### src/design/bsr_pkg.sv
// Package for the byte stream reassembler: sizes, state codes and the
// struct that travels with each released byte.
// No dependencies; used by every module of the block.
`timescale 1ns / 1ps

package bsr_pkg;

    // Window store depth, a power of two so that a slot is the low index bits.
    localparam int WINDOW_DEPTH = 64;
    localparam int SLOT_W       = $clog2(WINDOW_DEPTH);
    localparam int CNT_W        = $clog2(WINDOW_DEPTH + 1);

    // Field widths.
    localparam int IDX_W  = 32;
    localparam int BYTE_W = 8;
    localparam int CFG_W  = 7;
    localparam int POS_W  = IDX_W + 1;

    // Packed beat widths.
    localparam int IN_DATA_W  = IDX_W + BYTE_W;
    localparam int OUT_DATA_W = BYTE_W + 1 + CNT_W;

    // Sequencer states.
    localparam logic [1:0] ST_IDLE = 2'd0;
    localparam logic [1:0] ST_PROC = 2'd1;
    localparam logic [1:0] ST_READ = 2'd2;

    // Status that belongs to a byte whose store read is in flight.
    typedef struct packed {
        logic             last;
        logic             closed;
        logic [CNT_W-1:0] held;
    } rel_meta_t;

endpackage

### src/design/bsr_window_ram.sv
// Window byte store: one write port and one read port with registered data.
// Depends on bsr_pkg for depth and widths.
`timescale 1ns / 1ps

module bsr_window_ram (
    input  logic                         aclk,
    input  logic                         wr_en,
    input  logic [bsr_pkg::SLOT_W-1:0]   wr_addr,
    input  logic [bsr_pkg::BYTE_W-1:0]   wr_data,
    input  logic                         rd_en,
    input  logic [bsr_pkg::SLOT_W-1:0]   rd_addr,
    output logic [bsr_pkg::BYTE_W-1:0]   rd_data
);

    logic [bsr_pkg::BYTE_W-1:0] mem [bsr_pkg::WINDOW_DEPTH];
    logic [bsr_pkg::BYTE_W-1:0] rd_data_reg;

    // Write port.
    always_ff @(posedge aclk) begin
        if (wr_en) begin
            mem[wr_addr] <= wr_data;
        end
    end

    // Read port; the read data is registered.
    always_ff @(posedge aclk) begin
        if (rd_en) begin
            rd_data_reg <= mem[rd_addr];
        end
    end

    assign rd_data = rd_data_reg;

endmodule

### src/design/byte_stream_reassembler.sv
// Byte stream reassembler: an item is taken only in idle, so the next item waits
// until the last beat of this one is loaded. The status result of an item that
// releases nothing is loaded into the output register from the processing state;
// released bytes follow the store read, one per cycle while m_tready allows.
// Reset (aresetn low, synchronous) clears the control state, the valid bits and
// the output valid flag; the byte store is not cleared and needs no clearing pass.
`timescale 1ns / 1ps

module byte_stream_reassembler (
    input  logic                             aclk,
    input  logic                             aresetn,
    // Configuration: window_size.
    input  logic                             cfg_we,
    input  logic [bsr_pkg::CFG_W-1:0]        cfg_wdata,
    // Input beats.
    input  logic                             s_tvalid,
    output logic                             s_tready,
    input  logic [bsr_pkg::IN_DATA_W-1:0]    s_tdata,   // byte_index, byte_value
    input  logic                             s_tuser,   // has_byte
    input  logic                             s_tlast,   // ends_stream
    // Result beats.
    output logic                             m_tvalid,
    input  logic                             m_tready,
    output logic [bsr_pkg::OUT_DATA_W-1:0]   m_tdata,   // out_byte, stream_closed,
                                                        // pending_count
    output logic                             m_tuser,   // byte_valid
    output logic                             m_tlast    // last
);

    logic [1:0]                        state_reg, state_next;
    logic [bsr_pkg::CFG_W-1:0]         win_size_reg;
    logic [bsr_pkg::IDX_W-1:0]         ne_reg, ne_next;
    logic                              end_known_reg, end_known_next;
    logic [bsr_pkg::POS_W-1:0]         end_pos_reg, end_pos_next;
    logic                              closed_reg, closed_next;
    logic [bsr_pkg::CNT_W-1:0]         held_reg, held_next;
    logic [bsr_pkg::WINDOW_DEPTH-1:0]  valid_reg, valid_next;
    bsr_pkg::rel_meta_t                meta_reg, meta_next;
    logic                              m_valid_reg, m_valid_next;
    logic [bsr_pkg::OUT_DATA_W-1:0]    m_data_reg, m_data_next;
    logic                              m_user_reg, m_user_next;
    logic                              m_last_reg, m_last_next;

    logic                              in_acc;
    logic [bsr_pkg::IDX_W-1:0]         in_idx;
    logic [bsr_pkg::BYTE_W-1:0]        in_val;
    logic [bsr_pkg::SLOT_W-1:0]        in_slot;
    logic [bsr_pkg::CFG_W-1:0]         win;
    logic [bsr_pkg::POS_W-1:0]         ne_ext, ne_inc, win_end;
    logic                              end_known_acc;
    logic [bsr_pkg::POS_W-1:0]         end_pos_acc;
    logic                              closed_acc;
    logic                              store_ok;
    logic [bsr_pkg::SLOT_W-1:0]        ne_slot, ne_slot_inc;
    logic                              closed_rel;
    logic                              out_free;
    logic                              rel_go;
    logic [bsr_pkg::BYTE_W-1:0]        rd_data;

    // Input beat unpacking.
    assign in_acc  = s_tvalid && s_tready;
    assign in_idx  = s_tdata[bsr_pkg::IDX_W-1:0];
    assign in_val  = s_tdata[bsr_pkg::IDX_W +: bsr_pkg::BYTE_W];
    assign in_slot = in_idx[bsr_pkg::SLOT_W-1:0];

    // Effective window, capped at the store depth.
    assign win = (win_size_reg > bsr_pkg::CFG_W'(bsr_pkg::WINDOW_DEPTH)) ?
                 bsr_pkg::CFG_W'(bsr_pkg::WINDOW_DEPTH) : win_size_reg;

    assign ne_ext  = {1'b0, ne_reg};
    assign ne_inc  = ne_ext + bsr_pkg::POS_W'(1);
    assign win_end = ne_ext + bsr_pkg::POS_W'(win);

    // End marker is recorded and checked before the byte is stored.
    assign end_known_acc = end_known_reg | s_tlast;
    assign end_pos_acc   = s_tlast ? ({1'b0, in_idx} + bsr_pkg::POS_W'(s_tuser)) : end_pos_reg;
    assign closed_acc    = closed_reg | (end_known_acc && (end_pos_acc == ne_ext));

    // A byte is kept only inside the window and only into an empty slot.
    assign store_ok = !closed_acc && s_tuser && (in_idx != '1) &&
                      (in_idx >= ne_reg) && ({1'b0, in_idx} < win_end) &&
                      !valid_reg[in_slot];

    // Release lookahead on the next slot decides the last flag early.
    assign ne_slot     = ne_reg[bsr_pkg::SLOT_W-1:0];
    assign ne_slot_inc = ne_slot + bsr_pkg::SLOT_W'(1);
    assign closed_rel  = end_known_reg && (end_pos_reg == ne_inc);

    assign out_free = !m_valid_reg || m_tready;
    assign s_tready = (state_reg == bsr_pkg::ST_IDLE);

    always_comb begin
        case (state_reg)
            bsr_pkg::ST_PROC: rel_go = !closed_reg && valid_reg[ne_slot];
            bsr_pkg::ST_READ: rel_go = out_free && !meta_reg.last;
            default:          rel_go = 1'b0;
        endcase
    end

    // Sequencer and state update.
    always_comb begin
        state_next     = state_reg;
        ne_next        = ne_reg;
        end_known_next = end_known_reg;
        end_pos_next   = end_pos_reg;
        closed_next    = closed_reg;
        held_next      = held_reg;
        valid_next     = valid_reg;
        meta_next      = meta_reg;
        m_valid_next   = m_valid_reg && !m_tready;
        m_data_next    = m_data_reg;
        m_user_next    = m_user_reg;
        m_last_next    = m_last_reg;

        // Accepted item: end marker and store.
        if (in_acc) begin
            state_next = bsr_pkg::ST_PROC;
            if (!closed_reg) begin
                end_known_next = end_known_acc;
                end_pos_next   = end_pos_acc;
                closed_next    = closed_acc;
                if (store_ok) begin
                    valid_next[in_slot] = 1'b1;
                    held_next           = held_reg + bsr_pkg::CNT_W'(1);
                end
            end
        end

        // One release: read issued now, byte shows up next cycle.
        if (rel_go) begin
            valid_next[ne_slot] = 1'b0;
            held_next           = held_reg - bsr_pkg::CNT_W'(1);
            ne_next             = ne_reg + bsr_pkg::IDX_W'(1);
            closed_next         = closed_rel;
            meta_next.last      = closed_rel || !valid_reg[ne_slot_inc];
            meta_next.closed    = closed_rel;
            meta_next.held      = held_reg - bsr_pkg::CNT_W'(1);
        end

        case (state_reg)
            bsr_pkg::ST_PROC: begin
                if (rel_go) begin
                    state_next = bsr_pkg::ST_READ;
                end else if (out_free) begin
                    // Nothing to release: one status beat.
                    m_valid_next = 1'b1;
                    m_data_next  = {held_reg, closed_reg, bsr_pkg::BYTE_W'(0)};
                    m_user_next  = 1'b0;
                    m_last_next  = 1'b1;
                    state_next   = bsr_pkg::ST_IDLE;
                end
            end
            bsr_pkg::ST_READ: begin
                if (out_free) begin
                    m_valid_next = 1'b1;
                    m_data_next  = {meta_reg.held, meta_reg.closed, rd_data};
                    m_user_next  = 1'b1;
                    m_last_next  = meta_reg.last;
                    if (meta_reg.last) begin
                        state_next = bsr_pkg::ST_IDLE;
                    end
                end
            end
            default: begin
            end
        endcase
    end

    // Registers.
    always_ff @(posedge aclk) begin
        if (!aresetn) begin
            state_reg     <= bsr_pkg::ST_IDLE;
            win_size_reg  <= bsr_pkg::CFG_W'(64);
            ne_reg        <= '0;
            end_known_reg <= 1'b0;
            end_pos_reg   <= '0;
            closed_reg    <= 1'b0;
            held_reg      <= '0;
            valid_reg     <= '0;
            m_valid_reg   <= 1'b0;
        end else begin
            state_reg     <= state_next;
            if (cfg_we) begin
                win_size_reg <= cfg_wdata;
            end
            ne_reg        <= ne_next;
            end_known_reg <= end_known_next;
            end_pos_reg   <= end_pos_next;
            closed_reg    <= closed_next;
            held_reg      <= held_next;
            valid_reg     <= valid_next;
            m_valid_reg   <= m_valid_next;
        end
    end

    // Payload registers.
    always_ff @(posedge aclk) begin
        meta_reg   <= meta_next;
        m_data_reg <= m_data_next;
        m_user_reg <= m_user_next;
        m_last_reg <= m_last_next;
    end

    // Window byte store.
    bsr_window_ram u_window_ram (
        .aclk    (aclk),
        .wr_en   (in_acc && !closed_reg && store_ok),
        .wr_addr (in_slot),
        .wr_data (in_val),
        .rd_en   (rel_go),
        .rd_addr (ne_slot),
        .rd_data (rd_data)
    );

    assign m_tvalid = m_valid_reg;
    assign m_tdata  = m_data_reg;
    assign m_tuser  = m_user_reg;
    assign m_tlast  = m_last_reg;

    // The held count always matches the number of occupied slots.
    assert property (@(posedge aclk) disable iff (!aresetn)
        held_reg == bsr_pkg::CNT_W'($countones(valid_reg)))
        else $error("held count differs from occupied slots");

    // A closed stream never reopens.
    assert property (@(posedge aclk) disable iff (!aresetn)
        closed_reg |=> closed_reg)
        else $error("stream reopened after close");

    // A status beat is always the final beat of its item.
    assert property (@(posedge aclk) disable iff (!aresetn)
        (m_tvalid && !m_tuser) |-> m_tlast)
        else $error("status beat without last");

endmodule
### config.mk
export PLATFORM = sky130hd
export DESIGN_NAME = byte_stream_reassembler
export DESIGN_NICKNAME = d
export VERILOG_FILES = /design/src/design/bsr_pkg.sv /design/src/design/bsr_window_ram.sv /design/src/design/byte_stream_reassembler.sv
export SDC_FILE = /design/constraint.sdc
export NUM_CORES = 1
export LEC_CHECK = 0
export BUFFER_PORTS_ARGS = -buffer_cell sky130_fd_sc_hd__buf_4
export CAP_MARGIN = 30
export CORE_MARGIN = 4
export CORE_UTILIZATION = 35
export DETAILED_ROUTE_END_ITERATION = 16
export PLACE_DENSITY_LB_ADDON = 0.12
export SLEW_MARGIN = 15
export SYNTH_ARGS = -nofsm -noshare
export SYNTH_HDL_FRONTEND = slang
export SYNTH_SLANG_ARGS = --single-unit
### constraint.sdc
create_clock -name aclk -period 5.68 [get_ports aclk]
set_input_delay 0.568 -clock aclk [delete_from_list [all_inputs] [get_ports aclk]]
set_output_delay 0.568 -clock aclk [all_outputs]
set_load 0.005 [all_outputs]
======== Yosys cells after proc, flatten, opt, wreduce, memory -nomap -nowiden ========
Memories as Yosys holds them, arrays and structs flattened. A register that Yosys moved wholly into a read port is not among the register bits.
Cells that the tools add are included.
storage, ports and cells
  bits in registers ....................... 175
  memory bits (writable) .................. 512
  input bits .............................. 54
  output and inout port bits .............. 20
  word-level logic and storage cells ...... 123
  memories ................................ 1
operators by class
  $add $sub $neg .......................... 7
  order comparisons ....................... 8
  equality and inequality tests ........... 9
  muxes and demuxes ....................... 46
  bitwise operators ....................... 6
  reductions and logical operators ........ 31
memory list
  name              depth  bits a word  read ports  clocked after memory_dff  write ports  RTL line              source
  u_window_ram.mem  64     8            1           1                         1            bsr_window_ram.sv:15  logic [bsr_pkg::BYTE_W-1:0] mem [bsr_pkg::WINDOW_DEPTH];
operators by type and width
  operator                                                                              number
  64-bit 2-to-1 mux                                                                     4
  64-bit bitwise AND                                                                    1
  64-bit inverter                                                                       1
  64-bit OR                                                                             1
  16-bit 2-to-1 mux                                                                     3
  7-bit 2-to-1 mux                                                                      5
  32-bit by 1-bit adder with 33-bit output                                              1
  32-bit by 1-bit adder with 33-bit output (second input constant)                      1
  32-bit by 7-bit adder with 33-bit output                                              1
  33-bit by 32-bit equality test with 1-bit output                                      1
  33-bit equality test                                                                  1
  32-bit by 33-bit < comparator with 1-bit output                                       1
  33-bit 2-to-1 mux                                                                     1
  32-bit by 1-bit adder with 32-bit output (second input constant)                      1
  32-bit greater-or-equal comparator                                                    1
  32-bit inequality test (second input constant)                                        1
  16-bit one-hot mux with 2 select lines                                                1
  6-bit by 7-bit < comparator with 1-bit output (second input constant)                 3
  1-bit binary-select mux with 6-bit select                                             3
  1-bit 2-to-1 mux                                                                      17
  1-bit logical AND                                                                     15
  1-bit demux with 6-bit select                                                         2
  6-bit by 1-bit greater-or-equal comparator with 1-bit output (second input constant)  2
  2-bit 2-to-1 mux                                                                      5
  19 further kinds                                                                      34

======== Longest topological paths before layout ========
Gate-level depths: netlist of the first run.
  depth after elaboration ................. 16
  mapped depth ............................ 25
  mapped depth without buffers ............ 23

======== Hierarchy ========
Synthesis of the first run repeated with hierarchy kept, for this count alone.
unflattened totals
  cells, all modules ...................... 2631
  area, all modules ....................... 34383.0 um^2
modules (own cells, without submodules)
  module                   times used  cells an instance  area an instance (um^2)  seq. area each (um^2)
  bsr_window_ram           1           940                20246.9                  15615.0
  byte_stream_reassembler  1           1691               14136.1                  3773.6

======== Worst setup path after synthesis of the first run ========
OpenSTA, ideal clock, no wires.
  kind .................................... register -> register
  start ................................... register win_size_reg[6] in the netlist's numbering
  end ..................................... memory u_window_ram.mem[50][0] in the netlist's numbering (enable)
  library setup time ...................... 386 ps
  data arrival time ....................... 4877 ps
  data required time ...................... 5294 ps
  setup slack ............................. 417 ps
  cell stages (with the launch flop) ...... 25
  path buffers ............................ 2
  clock period less this slack ............ 5263 ps
  cell sequence ........................... dfxtp_1 > nor2b_1 > ha_1 > a21o_1 > a21oi_1 > nor2_1 > o21a_1 > o21ai_0 > nand2b_1 > a21oi_1 > or2_2 > clkbuf_1 > nor3_1 > xnor2_1 > ha_1 > a21o_1 > a21o_1 > a21oi_1 > a21oi_1 > or3_1 > o21ai_0 > o311a_1 > o21ai_4 > buf_6 > nor3_1
between the ends
  cells in the longest elaborated chain, start to end .. 9
ends and longest elaborated chain
  what                                                 RTL line                        source
  start, declared                                      byte_stream_reassembler.sv:31   logic [bsr_pkg::CFG_W-1:0] win_size_reg;
  start signal, assigned                               byte_stream_reassembler.sv:173  win_size_reg <= bsr_pkg::CFG_W'(64);
  start signal, assigned                               byte_stream_reassembler.sv:184  win_size_reg <= cfg_wdata;
  7-bit greater-than comparator                        byte_stream_reassembler.sv:67   assign win = (win_size_reg > bsr_pkg::CFG_W'(bsr_pkg::WINDOW_DEPTH)) ?
  7-bit 2-to-1 mux (*)                                 byte_stream_reassembler.sv:67
  32-bit by 7-bit adder with 33-bit output (*)         byte_stream_reassembler.sv:72   assign win_end = ne_ext + bsr_pkg::POS_W'(win);
  32-bit by 33-bit < comparator with 1-bit output (*)  byte_stream_reassembler.sv:81   (in_idx >= ne_reg) && ({1'b0, in_idx} < win_end) &&
  1-bit logical AND (*) (2 in series)                  byte_stream_reassembler.sv:81
  1-bit logical AND (*)                                byte_stream_reassembler.sv:207  .wr_en (in_acc && !closed_reg && store_ok),
  1-bit 2-to-1 mux (*)                                 bsr_window_ram.sv:20            if (wr_en) begin
  1-bit 2-to-1 mux (not written as such) (*)           bsr_window_ram.sv:21            mem[wr_addr] <= wr_data;
  end, declared                                        bsr_window_ram.sv:15
Every way passes the cells marked *; elsewhere a longest branch is shown, timed or not.

======== Worst setup path in the final report of the first run ========
  start ................................... register win_size_reg[0] in the netlist's numbering
  end ..................................... register valid_reg[52] in the netlist's numbering
between the ends
  cells in the longest elaborated chain, start to end .. 11
ends and longest elaborated chain
  what                                                 RTL line                        source
  7-bit greater-than comparator                        byte_stream_reassembler.sv:67
  7-bit 2-to-1 mux (*)                                 byte_stream_reassembler.sv:67
  32-bit by 7-bit adder with 33-bit output (*)         byte_stream_reassembler.sv:72
  32-bit by 33-bit < comparator with 1-bit output (*)  byte_stream_reassembler.sv:81
  1-bit logical AND (*) (2 in series)                  byte_stream_reassembler.sv:81
  64-bit 2-to-1 mux (*)                                byte_stream_reassembler.sv:122  if (store_ok) begin
  64-bit 2-to-1 mux (*)                                byte_stream_reassembler.sv:118  if (!closed_reg) begin
  64-bit 2-to-1 mux (*)                                byte_stream_reassembler.sv:116  if (in_acc) begin
  64-bit bitwise AND (no source line)                  n/a
  64-bit 2-to-1 mux (*)                                byte_stream_reassembler.sv:130  if (rel_go) begin
  end signal, assigned                                 byte_stream_reassembler.sv:191  valid_reg <= valid_next;
  end, declared                                        byte_stream_reassembler.sv:37   logic [bsr_pkg::WINDOW_DEPTH-1:0] valid_reg, valid_next;
Marks and branches as above.
A chain may end at the register's enable or synchronous reset.

==> impl_metrics.json, run 1 <==
{
  "first_pass_iters": 6,
  "powerDensity_nw_per_um2": 300,
  "ir_worst_vdd_mv": 0.240,
  "finalHoldViolCount": 0,
  "async_flop_share": 0,
  "cts_buffers": 79,
  "synth_cell_types": 90,
  "synthAdderAreaFrac": 0.0308,
  "grt_util_met1": 0.304,
  "cp_slowest_cell": "buf_4",
  "timing.final.crit_share": 0.977,
  "fillers": 8656,
  "skew_ns": 0.0173,
  "fin_ws_ns": 0.129,
  "place_inst": 3759,
  "met3_usage": 0.0312,
  "worst-endpoint-required_ns": 6.19,
  "clk_pin_slew_ns": 0.06,
  "synth_top_family_by_area": "compound AO/OA/AOI/OAI gates",
  "port_buffers": 73,
  "final_util": 0.412,
  "synth-seq-area-share": 0.599,
  "synth_mux_area_frac": 0.0305,
  "start_util": 0.353,
  "path_class": "reg2reg",
  "yosys_most_used_dff": "edfxtp_1",
  "vias": 23400,
  "die_area_sq_um": 97300,
  "synth_compound_area_frac": 0.159,
  "dieWidth_um": 312,
  "placeableCoreArea_sq_um": 91700,
  "yosysTopAreaCellShare": 0.508,
  "busiest_layer": "met2",
  "synth_edf_count": 547,
  "postRouteAntennaNets": 0,
  "drv_slew": 0,
  "grt_overflow": 0,
  "clock.fmax_mhz": 180,
  "final_cells": 3907,
  "rsz0062_at_grt": "true",
  "netlist_instances": 2520,
  "period_minus_slack_ns": 5.55,
  "syn_to_final_growth_pct": 16.7,
  "drt_iter0_drc": 2249,
  "wl_per_cell_um": 29.8,
  "drt_drc_violations_left": 0,
  "io_pins": 74,
  "max_stage_delay_ns": 0.43,
  "ys_top_cells_by_count": "547 x edfxtp_1, 185 x a22oi_1, 148 x dfxtp_1, 136 x nor2_1, 115 x clkbuf_1",
  "grt_pass1_vias": 23400,
  "synth-simple-area-share": 0.108,
  "tns_ns": 0,
  "clock_path_buffers": 3,
  "whs_ns": 0.187,
  "whs_path_depth": 3,
  "dp_hpwl_um": 78800,
  "status": "finished clean",
  "syn-cell-area_sq_um": 32300,
  "h-tree-depth": 3,
  "ys_top_cells_by_area": "edfxtp_1 51%, dfxtp_1 9.2%, a22oi_1 4.3%",
  "cts_setup_buffers": 0,
  "gp_congestion": 0.929,
  "grt_util_all_layers": 0.233,
  "grt_pass1_wl_um": 169000,
  "cts_hold_buf": 0,
  "synth_largest_area_cell": "edfxtp_1",
  "largest_reg_flops": 512,
  "synth.most_common_cell": "edfxtp_1",
  "rows": 111,
  "crit_path_start_kind": "flip-flop",
  "yosysWarnings": 0,
  "clock_latency_ns": 0.63,
  "syn_nets": 2653,
  "p_leak_uw": 0.0123,
  "tritoncts": "done",
  "dp_slack_ns": -0.0480,
  "fin_nets": 2790,
  "hp-class": "in2reg",
  "grt_max_degree": 75,
  "n_antenna_cell": 0,
  "routed_via_density": 5.99,
  "synthXorXnorAreaFrac": 0.0410,
  "drive_gt1_frac": 0.200,
  "r2r_slack_ns": 0.13,
  "crit_top_cell": "buf_4",
  "die_y_um": 312,
  "cts-root-buf": "clkbuf_16",
  "routed_wl_um": 116000,
  "arrival_ns": 6.07,
  "avgSynthCellArea_sq_um": 12.8,
  "ys_seq_elements": 695,
  "setup_violations": 0,
  "gr-usage-met2": 0.389,
  "rr_worst_depth": 25,
  "cts_sinks": 695,
  "crit_path_end_kind": "flip-flop",
  "relSlewSlack": 0.238,
  "worstMarginPinSlew_ns": 1.14,
  "antenna_found_initial": 0,
  "cap_violations": 0,
  "path_max_fanout": 13
}
[path summary, 6_finish.rpt]
check	endpoint	startpoint
worst max-delay path	valid_reg[52]	win_size_reg[0]
worst min-delay path	win_size_reg[2]	cfg_wdata[2]
worst max register to register	valid_reg[52]	win_size_reg[0]
worst min register to register	win_size_reg[0]	win_size_reg[0]
[cell type report]
class	count	area [sq um]	share of cell area
sequential	695	19400	0.514
multi-input combinational	1589	12200	0.323
clock buffer	102	2130	0.0565
timing repair buffer	233	1800	0.0476
tap	1186	1480	0.0393
clock inverter	43	543	0.0144
inverter	59	221	0.00587
[logic make-up (layout without fill, tap and decap cells)]
| logic type | Yosys count | count (layout) |
|---|---|---|
| simple gates | 625 | 625 |
| compound gates | 671 | 671 |
| xor+xnor | 150 | 150 |
| flops | 695 | 695 |
| buf+inv | 236 | 437 |
| fa+ha+maj | 79 | 79 |
| mux | 64 | 64 |
[layout by cell type (no fill, tap or decap), types with 10 or more instances in the layout]
cell | synthesis | routed
a21oi_1 | 64 | 62
nor3_4 | 0 | 22
and3_1 | 17 | 15
dfxtp_1 | 148 | 148
a22oi_1 | 185 | 185
or3_1 | 21 | 21
a221oi_1 | 59 | 59
nand4_1 | 67 | 67
and2_1 | 12 | 12
edfxtp_1 | 547 | 547
nor4_1 | 25 | 25
clkinv_2 | 0 | 11
clkbuf_16 | 0 | 79
o221a_2 | 54 | 54
clkbuf_1 | 115 | 16
o21ai_0 | 44 | 43
o221a_1 | 10 | 10
nand2_1 | 94 | 94
xnor2_1 | 105 | 105
or2_2 | 11 | 10
or4_1 | 12 | 12
mux2i_1 | 22 | 22
a22o_1 | 57 | 57
ha_1 | 78 | 78
nor2b_1 | 22 | 22
nor3_1 | 70 | 64
clkinv_1 | 3 | 15
a21o_1 | 21 | 21
a31oi_1 | 67 | 67
nor2_1 | 136 | 135
mux2_2 | 16 | 16
mux4_2 | 26 | 26
nor3_2 | 47 | 31
xor2_1 | 44 | 44
buf_4 | 5 | 224
o211ai_1 | 13 | 13
nand3_1 | 53 | 52
a211oi_1 | 33 | 33
inv_1 | 55 | 53
[report_power, final]
part | internal [uW] | total (uW) | switching, uW
combinational | 169 | 545 | 376
sequential | 5510 | 5530 | 24.5
clock | 3090 | 5250 | 2150
[stage by stage]
stage	cell area [sq um]	power, uW
after floorplan	32300	5900
after global placement	34900	6170
after detailed placement	34900	6180
after CTS	37600	11400
after global routing	37800	11700
final	37800	11300
[per-layer routing]
metal	vias to the layer above	wire, um
met5	-	0
met1	11800	48200
li1	10300	-
met3	273	6490
met2	966	55900
met4	0	5820
[what timing repair did]
| action | CTS | global route |
|---|---|---|
| pin swaps | 0 | 1 |
| endpoints found under the setup margin | 74 | 549 |
| gates cloned | 0 | 1 |
| resized for setup | 5 | 27 |
[critical path: cells and delay by family (launching register included)]
family	cells	cell delay (ns)
DFF	1	0.31
buffers and inverters	5	1.29
adders and majority gates	3	0.92
and+or+nand+nor	7	0.85
AOI/OAI and AO/OA	9	1.94
xor gates and xnor gates	1	0.13
No activity file was read; power rests on OpenSTA's default activity.
==> run 2, diff against run 1 <==
SYNTH_HIERARCHICAL = 1   (was not set)
==> impl_metrics.json, run 2 <==
{
  "status": "finished clean",
  "cts-root-buf": "clkbuf_16",
  "fin_nets": 2894,
  "first_pass_iters": 6,
  "min_to": "win_size_reg[6]",
  "cap_violations": 0,
  "tns_ns": 0,
  "p_leak_uw": 0.0128,
  "ys_top_cells_by_count": "547 x edfxtp_1, 243 x nor2_1, 158 x mux4_2, 148 x dfxtp_1, 128 x nand2_1",
  "clock_path_buffers": 3,
  "grt_util_all_layers": 0.217,
  "whs_path_depth": 3,
  "postRouteAntennaNets": 0,
  "async_flop_share": 0,
  "final_common_cell": "edfxtp_1",
  "ys_top_cells_by_area": "edfxtp_1 48%, mux4_2 10%, dfxtp_1 8.6%",
  "synth_largest_area_cell": "edfxtp_1",
  "grt_pass1_vias": 24000,
  "netlist_instances": 2631,
  "gp_congestion": 0.930,
  "worstMarginPinSlew_ns": 1.06,
  "power_uw": 11400,
  "cts_sinks": 695,
  "grt_overflow": 0,
  "regToRegEndpoint": "u_window_ram/mem[30][3]",
  "dp_hpwl_um": 74900,
  "crit_path_end_kind": "flip-flop",
  "largest_reg_flops": 512,
  "crit_buf_inv": 3,
  "path_class": "reg2reg",
  "rsz0062_at_grt": "false",
  "synth.most_common_cell": "edfxtp_1",
  "crit_family": "simple AND/OR/NAND/NOR gates",
  "clk_pin_slew_ns": 0.06,
  "max_stage_delay_ns": 0.41,
  "drt_drc_violations_left": 0,
  "yosys_most_used_dff": "edfxtp_1",
  "powerDensity_nw_per_um2": 288,
  "start_util": 0.354,
  "placed_area_sq_um": 37000,
  "drt_iter0_drc": 2613,
  "port_buffers": 73,
  "vias": 23900,
  "arrival_ns": 5.68,
  "setup_violations": 0,
  "rr_worst_depth": 26,
  "syn_to_final_growth_pct": 15.5,
  "crit_path_start_kind": "flip-flop",
  "synth-seq-area-share": 0.564,
  "ys_seq_elements": 695,
  "avgSynthCellArea_sq_um": 13.1,
  "finalHoldViolCount": 0,
  "clock.fmax_mhz": 188,
  "die_area_sq_um": 103000,
  "fin_area_sq_um": 39700,
  "h-tree-depth": 3,
  "synth_cell_types": 89,
  "timing.final.crit_share": 0.936,
  "clock_latency_ns": 0.66,
  "antenna_found_initial": 3,
  "worst-endpoint-required_ns": 6.05,
  "r2r_start": "win_size_reg[6]",
  "placeableCoreArea_sq_um": 97100,
  "dieWidth_um": 321,
  "cp_slowest_cell": "fa_1",
  "yosysTopAreaCellShare": 0.478,
  "routed_wl_um": 114000,
  "yosysWarnings": 6,
  "cts_buffers": 80,
  "syn_nets": 2764,
  "routed_via_density": 5.82,
  "grt_max_degree": 124,
  "drive_gt1_frac": 0.202,
  "tritoncts": "done",
  "rows": 114,
  "grt_pass1_wl_um": 167000,
  "period_minus_slack_ns": 5.32,
  "r2r_slack_ns": 0.36,
  "path_max_fanout": 7,
  "io_pins": 74,
  "die_y_um": 321,
  "hp-class": "in2reg",
  "ir_worst_vdd_mv": 0.233,
  "syn-cell-area_sq_um": 34400,
  "skew_ns": 0.0336,
  "synth_edf_count": 547,
  "hold_path.startpoint": "cfg_wdata[6]",
  "relSlewSlack": 0.278,
  "final_util": 0.409,
  "drv_slew": 0,
  "final_cell_mix": "547 x edfxtp_1, 241 x nor2_1, 221 x buf_4",
  "wl_per_cell_um": 27.8
}
[run 2: cell count changes after synthesis, sizes merged, moves of 22 or more]
cell    before  now
a22oi      185   10
mux4        26  158
nor2       137  243
nor3       117   55
o221a       64    7
a22o        57    2
a31oi       67   17
nand2       94  128
a221oi      59   32
o21ai       46   72
mux2i       22   47
a41o         0   22
[run 2: worst max-delay path by stage]
stage	from	end	slack [ns]	depth (start not counted)
global placement	win_size_reg[6]	u_window_ram/mem[36][5]	0.20	26
global route	win_size_reg[6]	u_window_ram/mem[30][1]	0.0008	26
floorplan	win_size_reg[6]	u_window_ram/mem[62][0]	0.20	26
detailed placement	win_size_reg[6]	u_window_ram/mem[30][0]	0.21	26
CTS	win_size_reg[6]	u_window_ram/mem[30][3]	0.17	26
finish	win_size_reg[6]	u_window_ram/mem[30][3]	0.36	26
[run 2: cell families (layout without fill, tap and decap cells)]
group                    count (synthesis)  after routing  share of synthesized area
AND/OR/NAND/NOR                        742            742                      0.108
flip-flops                             695            695                      0.564
AO/OA/AOI/OAI                          466            466                     0.0997
buffers and inverters                  262            456                     0.0337
multiplexers                           229            229                      0.125
XOR/XNOR                               158            158                     0.0410
adder cells (fa/ha/maj)                 79             79                     0.0290
other                                    0              1                          0
[run 2: area by class of cell]
class	count	area (sq um)
Antenna cell	1	2.50
Clock buffer	94	2100
Timing Repair Buffer	231	1810
Clock inverter	52	602
Inverter	79	298
Sequential cell	695	19400
Multi-Input combinational cell	1674	13900
Tap cell	1276	1600
Fill cell	9029	57400
[run 2: layer usage]
metal / up-vias / part of all wire / track usage
met5: - / 0.00011 / 0
met3: 213 / 0.062 / 0.0376
li1: 10600 / - / -
met4: 2 / 0.038 / 0.0798
met1: 12200 / 0.44 / 0.300
met2: 955 / 0.46 / 0.346
[run 2: stage by stage]
stage | setup slack (ns) | std cells | hold WS, ns
6_report | 0.363 | 4102 | 0.149
5_1_grt | 0.000813 | 4101 | 0.139
4_1_cts | 0.175 | 4099 | 0.101
3_5_place_dp | 0.205 | 3953 | 0.472
3_3_place_gp | 0.198 | 3948 | 0.460
2_1_floorplan | 0.197 | 2631 | 0.444
[run 2: where the power goes]
part / internal (uW) / switching (uW)
Sequential: 5520 / 29.9
Combinational: 185 / 415
Clock: 3120 / 2190
[run 2: timing repair]
item | CTS | global route
gates resized for setup | 0 | 6
buffers inserted | 0 | 0
hold buffers | 0 | 0
setup endpoints to repair | 0 | 394
[run 2: worst min-delay path, cell delays in order]
cell,delay (ns)
buf_4,0.08
mux2i_1,0.05
nand2_1,0.06
==> run 3, diff against run 2 <==
GPL_TIMING_DRIVEN = 0   (was not set)
==> impl_metrics.json, run 3 (synthesis results as in run 2) <==
{
  "status": "finished clean",
  "powerDensity_nw_per_um2": 271,
  "grt_pass1_wl_um": 179000,
  "placed_area_sq_um": 36700,
  "worst-endpoint-required_ns": 6.01,
  "die_area_sq_um": 103000,
  "clock_path_buffers": 3,
  "port_buffers": 70,
  "setup_violations": 0,
  "crit_path_start_kind": "flip-flop",
  "first_pass_iters": 6,
  "final_cell_mix": "547 x edfxtp_1, 178 x nor2_1, 158 x mux4_2",
  "hold_path.startpoint": "cfg_wdata[6]",
  "hp-class": "in2reg",
  "antenna_found_initial": 1,
  "cp_slowest_cell": "clkbuf_1",
  "h-tree-depth": 3,
  "cap_violations": 0,
  "tritoncts": "done",
  "start_util": 0.354,
  "crit_path_end_kind": "flip-flop",
  "gp_congestion": 0.971,
  "routed_via_density": 5.94,
  "drt_iter0_drc": 2668,
  "grt_max_degree": 65,
  "fin_area_sq_um": 41500,
  "worstMarginPinSlew_ns": 1.08,
  "die_y_um": 321,
  "ir_worst_vdd_mv": 0.265,
  "dieWidth_um": 321,
  "routed_wl_um": 125000,
  "cts_hold_buf": 0,
  "grt_util_all_layers": 0.238,
  "largest_reg_flops": 512,
  "period_minus_slack_ns": 5.62,
  "fin_nets": 3022,
  "wl_per_cell_um": 29.6,
  "drt_drc_violations_left": 0,
  "grt_pass1_vias": 24700,
  "dp_hpwl_um": 89200,
  "power_uw": 11200,
  "clock_latency_ns": 0.67,
  "syn_to_final_growth_pct": 20.6,
  "postRouteAntennaNets": 0,
  "cts-root-buf": "clkbuf_16",
  "fillers": 8945,
  "vias": 25200,
  "placeableCoreArea_sq_um": 97100,
  "path_class": "reg2reg",
  "r2r_slack_ns": 0.06,
  "relSlewSlack": 0.275,
  "critPathLaunch": "ne_reg[25]",
  "cts_buffers": 80,
  "final_common_cell": "edfxtp_1",
  "skew_ns": 0.0615,
  "timing.final.crit_share": 0.989,
  "crit_chain": "clkbuf_1 > nand4_1 > nor4_1 > buf_2 > nand2_1 > xnor2_1 > ha_1 > a21oi_2 > nand3_1 > o21bai_1 > o211ai_1 > buf_4 > and4_4 > buf_8 > nand3_4 > inv_8 > nor2b_4 > buf_6 > nand3_4 > buf_12 > nor2_4 > buf_12",
  "drive_gt1_frac": 0.228,
  "regArea_sq_um": 19400,
  "rsz0062_at_grt": "true",
  "multi_input_area_sq_um": 14700,
  "clock.fmax_mhz": 178,
  "arrival_ns": 5.95,
  "path_max_fanout": 9,
  "io_pins": 74,
  "finalHoldViolCount": 0,
  "clk_pin_slew_ns": 0.05,
  "drv_slew": 0,
  "cts_sinks": 695,
  "max_stage_delay_ns": 0.70,
  "r2r_start": "ne_reg[25]",
  "grt_overflow": 0,
  "p_leak_uw": 0.0132,
  "rows": 114
}
[run 3: routing by layer]
layer	global-route usage	vias to the layer above	part of all wire
li1	-	10800	-
met4	0.0814	0	0.038
met5	0	-	0
met3	0.0409	258	0.071
met2	0.394	1183	0.48
met1	0.318	12900	0.41
[run 3: report_power, final]
group	leakage (uW)	switching (uW)	internal (uW)	total [uW]
Combinational	0.00581	436	196	631
Sequential	0.00612	32.4	5520	5550
Clock	0.00125	2210	2850	5060
[run 3: final timing paths]
| path | end | cells past startpoint |
|---|---|---|
| setup / recovery | u_window_ram/mem[30][5] | 22 |
| hold / removal | win_size_reg[6] | 3 |
| setup reg to reg | u_window_ram/mem[30][5] | 22 |
| hold reg to reg | end_pos_reg[0] | 2 |
[run 3: worst max-delay path, delay by kind of cell, from the launching register on]
kind                       cells  cell delay (ns)
DFF                            1             0.31
AOI/OAI and AO/OA              3             0.55
and+or+nand+nor                9             2.04
adders and majority gates      1             0.31
buffers and inverters          8             1.92
xor gates and xnor gates       1             0.13
[run 3: timing repair]
item                       CTS  global route
pin swaps                   35            51
setup endpoints to repair  597           535
resized for setup          176            38
buffers inserted            51            40
cloned                       0             0
[run 3: through the flow]
step	TNS, ns	setup slack, ns	cells	hold slack (ns)	util
floorplan	0	0.197	2631	0.444	-
global placement	-1521.46	-2.97	3977	0.460	0.376
detailed placement	-1480.56	-3.02	3994	0.465	0.378
CTS	0	0.00287	4192	0.106	0.418
global route	-11.48	-0.153	4231	0.125	0.427
finish	0	0.0602	4232	0.146	0.427
[run 3: area by class of cell]
type	instances	area share
Timing Repair Buffer	179	0.0486
Tap cell	1276	0.0385
Clock buffer	102	0.0518
Multi-Input combinational cell	1674	0.354
Sequential cell	695	0.468
Antenna cell	1	0.0000604
Buffer	180	0.0209
Inverter	79	0.00742
Clock inverter	46	0.0104
